### src/hw/rtl/gtned_pkg.sv
// Shared constants, register codes and helpers for the geodetic to NED converter.
// No dependencies.
package gtned_pkg;

  localparam int unsigned ANGLE_FRAC_BITS = 29;
  localparam int unsigned TRIG_FRAC_BITS  = 30;
  localparam int unsigned MM_FRAC         = 16;
  localparam int unsigned K_FRAC          = 8;
  localparam int unsigned PROD_W          = 62;

  localparam logic [63:0] PI_Q60 = 64'h3243F6A8885A308D;

  // mm * 2^K_FRAC: 1.5*a*e2, 0.5*a + 0.25*a*e2, 0.75*a*e2
  localparam logic signed [39:0] K_AE2_3_2 = 40'sd16395906320;
  localparam logic signed [40:0] K_D_BASE  = 41'sd819134187053;
  localparam logic signed [39:0] K_AE2_3_4 = 40'sd8197953160;

  localparam logic [30:0] COS_RESET = 31'd1073741824;
  localparam logic [32:0] RPV_RESET = 33'd6378137000;
  localparam logic [32:0] RMER_RESET = 33'd6335439327;

  typedef enum logic [2:0] {
    REG_ORIGIN_LAT = 3'd0,
    REG_ORIGIN_LON = 3'd1,
    REG_ORIGIN_ALT = 3'd2,
    REG_COS_LAT    = 3'd3,
    REG_SIN_LAT    = 3'd4,
    REG_PV_RADIUS  = 3'd5,
    REG_MER_RADIUS = 3'd6
  } reg_idx_e;

  typedef struct packed {
    logic [31:0] val;
    logic        clip;
  } sat_t;

  // round mm*2^16 to whole mm (ties away from zero), clip to 32 bits
  function automatic sat_t round_sat(input logic signed [63:0] v);
    logic [63:0]        mag;
    logic [63:0]        r;
    logic signed [49:0] s;
    sat_t               o;
    mag = v[63] ? (~v + 64'd1) : v;
    r   = (mag + (64'd1 << (MM_FRAC - 1))) >> MM_FRAC;
    s   = v[63] ? -$signed({1'b0, r[48:0]}) : $signed({1'b0, r[48:0]});
    if (s > 50'sd2147483647) begin
      o.val  = 32'h7FFF_FFFF;
      o.clip = 1'b1;
    end else if (s < -50'sd2147483648) begin
      o.val  = 32'h8000_0000;
      o.clip = 1'b1;
    end else begin
      o.val  = s[31:0];
      o.clip = 1'b0;
    end
    return o;
  endfunction

endpackage

### src/hw/rtl/gtned_mul.sv
// Two-stage signed multiply with round-to-nearest (ties away) at a fixed shift.
// Result magnitude clipped to 2^60. Uses gtned_pkg.
module gtned_mul #(
  parameter int unsigned AW    = 32,
  parameter int unsigned BW    = 32,
  parameter int unsigned SHIFT = 0
) (
  input  logic                                  clk_i,
  input  logic                                  en_i,
  input  logic signed [AW-1:0]                  a_i,
  input  logic signed [BW-1:0]                  b_i,
  output logic signed [gtned_pkg::PROD_W-1:0]   p_o
);

  localparam logic [127:0] HALF = (128'd1 << SHIFT) >> 1;
  localparam logic [127:0] LIM  = 128'd1 << 60;

  logic signed [63:0] ax, bx;
  logic [63:0]        ua, ub;
  logic [63:0]        ll_q, lh_q, hl_q, hh_q;
  logic               neg_q;
  logic [127:0]       full, sh;
  logic [60:0]        mag;
  logic signed [gtned_pkg::PROD_W-1:0] p_d, p_q;

  always_comb begin
    ax = 64'(a_i);
    bx = 64'(b_i);
    ua = ax[63] ? (~ax + 64'd1) : ax;
    ub = bx[63] ? (~bx + 64'd1) : bx;
  end

  always_ff @(posedge clk_i) begin
    if (en_i) begin
      ll_q  <= ua[31:0]  * ub[31:0];
      lh_q  <= ua[31:0]  * ub[63:32];
      hl_q  <= ua[63:32] * ub[31:0];
      hh_q  <= ua[63:32] * ub[63:32];
      neg_q <= a_i[AW-1] ^ b_i[BW-1];
    end
  end

  always_comb begin
    full = {64'd0, ll_q} + ({64'd0, lh_q} << 32) + ({64'd0, hl_q} << 32) + {hh_q, 64'd0};
    sh   = (full + HALF) >> SHIFT;
    mag  = (sh > LIM) ? LIM[60:0] : sh[60:0];
    p_d  = neg_q ? -$signed({1'b0, mag}) : $signed({1'b0, mag});
  end

  always_ff @(posedge clk_i) begin
    if (en_i) begin
      p_q <= p_d;
    end
  end

  assign p_o = p_q;

endmodule

### config.mk
export PLATFORM = sky130hd
export DESIGN_NAME = gtned_mul
export DESIGN_NICKNAME = d
export VERILOG_FILES = /design/src/hw/rtl/gtned_pkg.sv /design/src/hw/rtl/gtned_mul.sv
export SDC_FILE = /design/constraint.sdc
export NUM_CORES = 2
export LEC_CHECK = 0
export BUFFER_PORTS_ARGS = -buffer_cell sky130_fd_sc_hd__clkbuf_2
export CORE_MARGIN = 2
export CORE_UTILIZATION = 65
export CTS_CLUSTER_DIAMETER = 30
export DETAILED_ROUTE_END_ITERATION = 8
export GPL_TIMING_DRIVEN = 1
export PLACE_DENSITY = 0.82
export SYNTH_ARGS = -nofsm -noshare
export SYNTH_HDL_FRONTEND = slang
export SYNTH_SLANG_ARGS = --single-unit
### constraint.sdc
create_clock -name clk_i -period 14.8 [get_ports clk_i]
set_input_delay 1.48 -clock clk_i [delete_from_list [all_inputs] [get_ports clk_i]]
set_output_delay 1.48 -clock clk_i [all_outputs]
set_load 0.005 [all_outputs]
Word level (Yosys, flattened, before mapping)
Index checks and enable logic that the tools add are counted.
W data, S select, Z words.
{"block": "classes", "magnitude_cmp": 1, "n_addsub": 6, "mux": 4, "bitwise_logic": 3, "n_mul": 4}
{"cell": "$mul A32 B32 Y64", "n": 4}
{"cell": "$add A64 B1 Y64 const B", "n": 2}
{"cell": "$add A98 B128 Y128", "n": 1}
{"cell": "$gt A128 B61 Y1 const B", "n": 1}
{"cell": "$mux W64", "n": 2}
{"cell": "$not A64 Y64", "n": 2}
{"cell": "$mux W61", "n": 2}
{"cell": "$add A97 B96 Y98", "n": 1}
{"cell": "$add A64 B96 Y97", "n": 1}
{"cell": "$neg A61 Y62", "n": 1}
{"cell": "$xor A1 B1 Y1", "n": 1}
{"block": "totals", "elab_cells": 25, "ff_bits": 319, "inputBits": 66}

Depth between registers and ports, before layout
{"block": "depth", "word_depth": 7, "mapped_depth": 41, "depth_no_buf": 40}

Least setup slack after synthesis
No wires, ideal clock.
{"block": "synth_path", "kind": "in2reg", "start": "in a_i[19]", "end": "reg ll_q[62], data pin", "n_path_buf": 2, "slack_ns": 3.552, "cell_stages": 36, "required_time_ns": 14.536, "setup_ns": 0.264, "arrival_time_ns": 10.985, "path_cell_list": "or4_1 > or3_1 > or3_1 > or3_1 > or3_1 > nor4b_1 > clkbuf_1 > nand2_1 > fa_1 > inv_1 > fa_1 > fa_1 > inv_1 > fa_1 > inv_1 > fa_1 > fa_1 > fa_1 > inv_1 > fa_1 > inv_1 > ha_1 > clkbuf_1 > and4_1 > and2_1 > a21oi_1 > o21ai_0 > a211oi_1 > a211oi_1 > nor2_1 > a21o_1 > o211ai_1 > a21oi_1 > o21ai_0 > a221oi_1 > xnor2_1"}
{"block": "synth_between", "elab_chain_cells": 4}
{"item": "start, declared", "line": "gtned_mul.sv:10", "rtl": "input logic signed [AW-1:0] a_i,"}
{"item": "$not A64 Y64", "line": "gtned_mul.sv:29", "rtl": "ua = ax[63] ? (~ax + 64'd1) : ax;"}
{"item": "$add A64 B1 Y64", "line": "gtned_mul.sv:29"}
{"item": "$mux W64 *", "line": "gtned_mul.sv:29"}
{"item": "$mul A32 B32 Y64 *", "line": "gtned_mul.sv:35", "rtl": "ll_q <= ua[31:0] * ub[31:0];"}
{"item": "end signal, assigned", "line": "gtned_mul.sv:35"}
{"item": "end, declared", "line": "gtned_mul.sv:20", "rtl": "logic [63:0] ll_q, lh_q, hl_q, hh_q;"}
Mark *: on every way between the ends. The rest lies on a longest branch, timed or not.
A chain may end at the register's enable or synchronous reset.

Worst setup path in the final report
{"block": "layout_path", "start": "in b_i[0]", "end": "reg ll_q[63], data pin"}
{"block": "layout_between", "elab_chain_cells": 4}
{"item": "start, declared", "line": "gtned_mul.sv:11", "rtl": "input logic signed [BW-1:0] b_i,"}
{"item": "$not A64 Y64", "line": "gtned_mul.sv:30", "rtl": "ub = bx[63] ? (~bx + 64'd1) : bx;"}
{"item": "$add A64 B1 Y64", "line": "gtned_mul.sv:30"}
{"item": "$mux W64 *", "line": "gtned_mul.sv:30"}
{"item": "$mul A32 B32 Y64 *", "line": "gtned_mul.sv:35"}
Marks and branches as above.

==> impl_metrics.ini <==
[worst_setup_path]
crit_arrival_ps = 12570
path_buf_inv = 8
worst_setup_ep_type = flop
crit_slowest_cell = o21ai_0
criticalPathCategory = in -> reg
cp_top_family = adder cells
crit_path_max_fanout = 23
crit_path_frequent_cell = fa_1
cp_data_required_time_ps = 15220
timing.critical_path.slowest_cell_delay_ps = 610
worst-r2r-setup-slack_ps = 4830
timing.critical_path.from_type = primary input

[global_routing]
first_global_vias = 105754
grt_start_max_net_pins = 160
first_pass_grt_wire_length_um = 545200
grtUsageTotal_pct = 34.26
antenna_found_initial = 20
globalRouteOverflowTotal = 0

[placed_design]
hpwl_um = 283800
place.gp.congestion = 1.023
portBuffers = 127
post-place-ws_ps = 2135

[sta]
fmax_ghz = 0.08227
timing_max_transition_violations_final = 0
final_total_negative_setup_slack_ps = 0
final_min_period_over_clock_period_pct = 82.13
worst_slack_ps = 2645
hold_viol = 0
setup_repair_after_global_routing_missed_its_margin = false
setup-violations-final = 0
clock-skew-final_ps = 34.74
worst_slew_pin_slew_ps = 1419
min_period_ps = 12150
timing.max_slew.rel_slack_pct = 5.057

[outcome]
run_status = finished, violations left
failed_checks = design-rule violations

[cts]
clock_slew_at_reported_path_ffs_ps = 50
cts.repair_timing.setup_buffer_count = 0
ctsLongestPathBuffers = 3
worstSkewPairLatency_ps = 660
tritoncts_clock_tree = done
ctsResizeCount = 0
root_buffer = clkbuf_16
clock_sinks = 319
ctsHoldBuffers = 0
cts_made_buffers = 72
htree_levels = 3

[final_layout]
layout-drive-gt1-share_pct = 3.104
mostFrequentLayoutCell = fa_1
layout_filler_cell_count = 14018
layout.cells.most_common_list = fa_1, inv_1, conb_1
num-nets-final = 20662
area.growth.synth_to_final_pct = 14.00

[floorplanning]
die_h_um = 455.4
rows = 165
die_w_um = 455.4
floorplan.initialDensity_pct = 65.46
floorplan.die_area_um2 = 207400
floorplan.io_pins = 128
coreArea_um2 = 202300

[detailed_routing]
postRouteWirelength_um = 331700
drtAntennaViolNets = 0
drt_pre_antenna_iters = 9
avgViaCountPerCell = 5.066
drc = 30
initial_drc_count = 7217
post_drt_wl_per_cell_um = 17.86
route.vias.total = 94080

[yosys]
ys_types = 99
top_reg_cell_synth = edfxtp_1
synthAdderAreaFrac_pct = 65.73
ys_async_sr_fraction_pct = 0
part_of_the_yosys_area_used_for_sequential_elements_pct = 7.233
synth-xor-area-share_pct = 2.844
mapped_cells = 12676
compound_gate_portion_of_the_synthesized_area_pct = 5.920
post_syn_area_per_cell_um2 = 10.45
synth.mux.area_fraction_pct = 0.1398
main_combinational_cell_family_by_area_after_synthesis = adder cells
number_of_enable_type_register_cells_in_the_synthesized_netlist = 319
synth_simple_gate_area_share_pct = 7.398
ys.warnings.count = 0
synth.cell_area_um2 = 132400
yosys_register_bits = 319

[worst_hold_path]
hp-class = reg -> reg

[flow_run]
maxCapViolCount = 0
-- layout make-up --
type,count,area (um2),area share (%)
Clock inverter,52,681.9,0.4516
Timing Repair Buffer,249,1574,1.042
Sequential cell,319,9579,6.344
Tap cell,2672,3343,2.214
Clock buffer,79,1849,1.225
Inverter,3537,13280,8.793
Multi-Input combinational cell,11649,120700,79.91
Antenna cell,13,32.53,0.02155
-- routing by layer --
layer / vias up / global-route usage (%) / wire length (um)
met4: 12 / 19.05 / 23910
met3: 1164 / 7.445 / 30440
li1: 41464 / - / -
met5: - / 0 / 78
met2: 3746 / 57.01 / 162200
met1: 47694 / 41.80 / 115100
-- flip-flops by register name (all words and copies together), names as in the netlist --
signal	cells
ll_q	64
neg_q	1
hl_q	64
lh_q	64
hh_q	64
p_o	62
-- worst reg2reg max path: cells and delay by family (launching register included) --
kind            cells  cell delay [ps]
compound gates      8             2880
fa+ha+maj           3             1370
buf+inv             2              320
flops               1              540
simple gates       14             4550
-- final timing paths --
check,start,to,cells after the start
worst min register to register,ll_q[24]$_DFFE_PP_,p_o[24]$_DFFE_PP_,2
worst min-delay path,ll_q[24]$_DFFE_PP_,p_o[24]$_DFFE_PP_,2
worst max-delay path,b_i[0],ll_q[63]$_DFFE_PP_,37
worst max register to register,ll_q[57]$_DFFE_PP_,p_o[58]$_DFFE_PP_,27
-- cells in the mapped netlist, drive strengths merged (18+ instances only) --
library cell	instances	area [um2]
nor4	30	242.7
a31oi	46	302.8
a311oi	18	181.4
o21bai	48	360.4
nor3	93	470.5
o21a	54	405.4
o31a	20	175.2
and4	22	192.7
a211oi	30	235.2
o211ai	36	275.3
or2	27	168.9
xor2	174	1524
nand2	768	2883
or4	25	198.9
xnor2	256	2242
ha	1119	14000
clkbuf	220	825.8
and3	48	300.3
nand3	83	415.4
o31ai	34	255.2
a21o	156	1171
nand2b	52	325.3
buf	21	115.1
or3	41	256.5
nor2b	49	306.5
and2	45	281.5
a21oi	320	1617
nand4	81	525.5
edfxtp	319	9579
fa	3649	73050
o21ai	235	1180
nor2	780	2930
inv	3536	13270
-- stage by stage --
| step | instances | hold slack [ps] | cell area, um2 | utilization, % |
|---|---|---|---|---|
| floorplan | 15746 | 564.9 | 144000 | - |
| global placement | 18426 | 647.5 | 148400 | 73.36 |
| detailed placement | 18426 | 650.3 | 148400 | 73.36 |
| CTS | 18557 | 663.9 | 151000 | 74.61 |
| global route | 18558 | 695.3 | 151000 | 74.61 |
| finish | 18570 | 674.2 | 151000 | 74.63 |
-- cell families (layout without fill, tap and decap cells) --
logic type,Yosys count,after routing
flip-flops,319,319
AND/OR/NAND/NOR,2179,2179
XOR/XNOR,430,430
other,2,3085
multiplexers,18,18
AO/OA/AOI/OAI,1182,1182
adder cells (fa/ha/maj),4768,4768
buffers and inverters,3778,3917
Power is left out: the tool's default activity adds up to more than one toggle a clock period on the data nets, which glitch-free logic cannot reach.
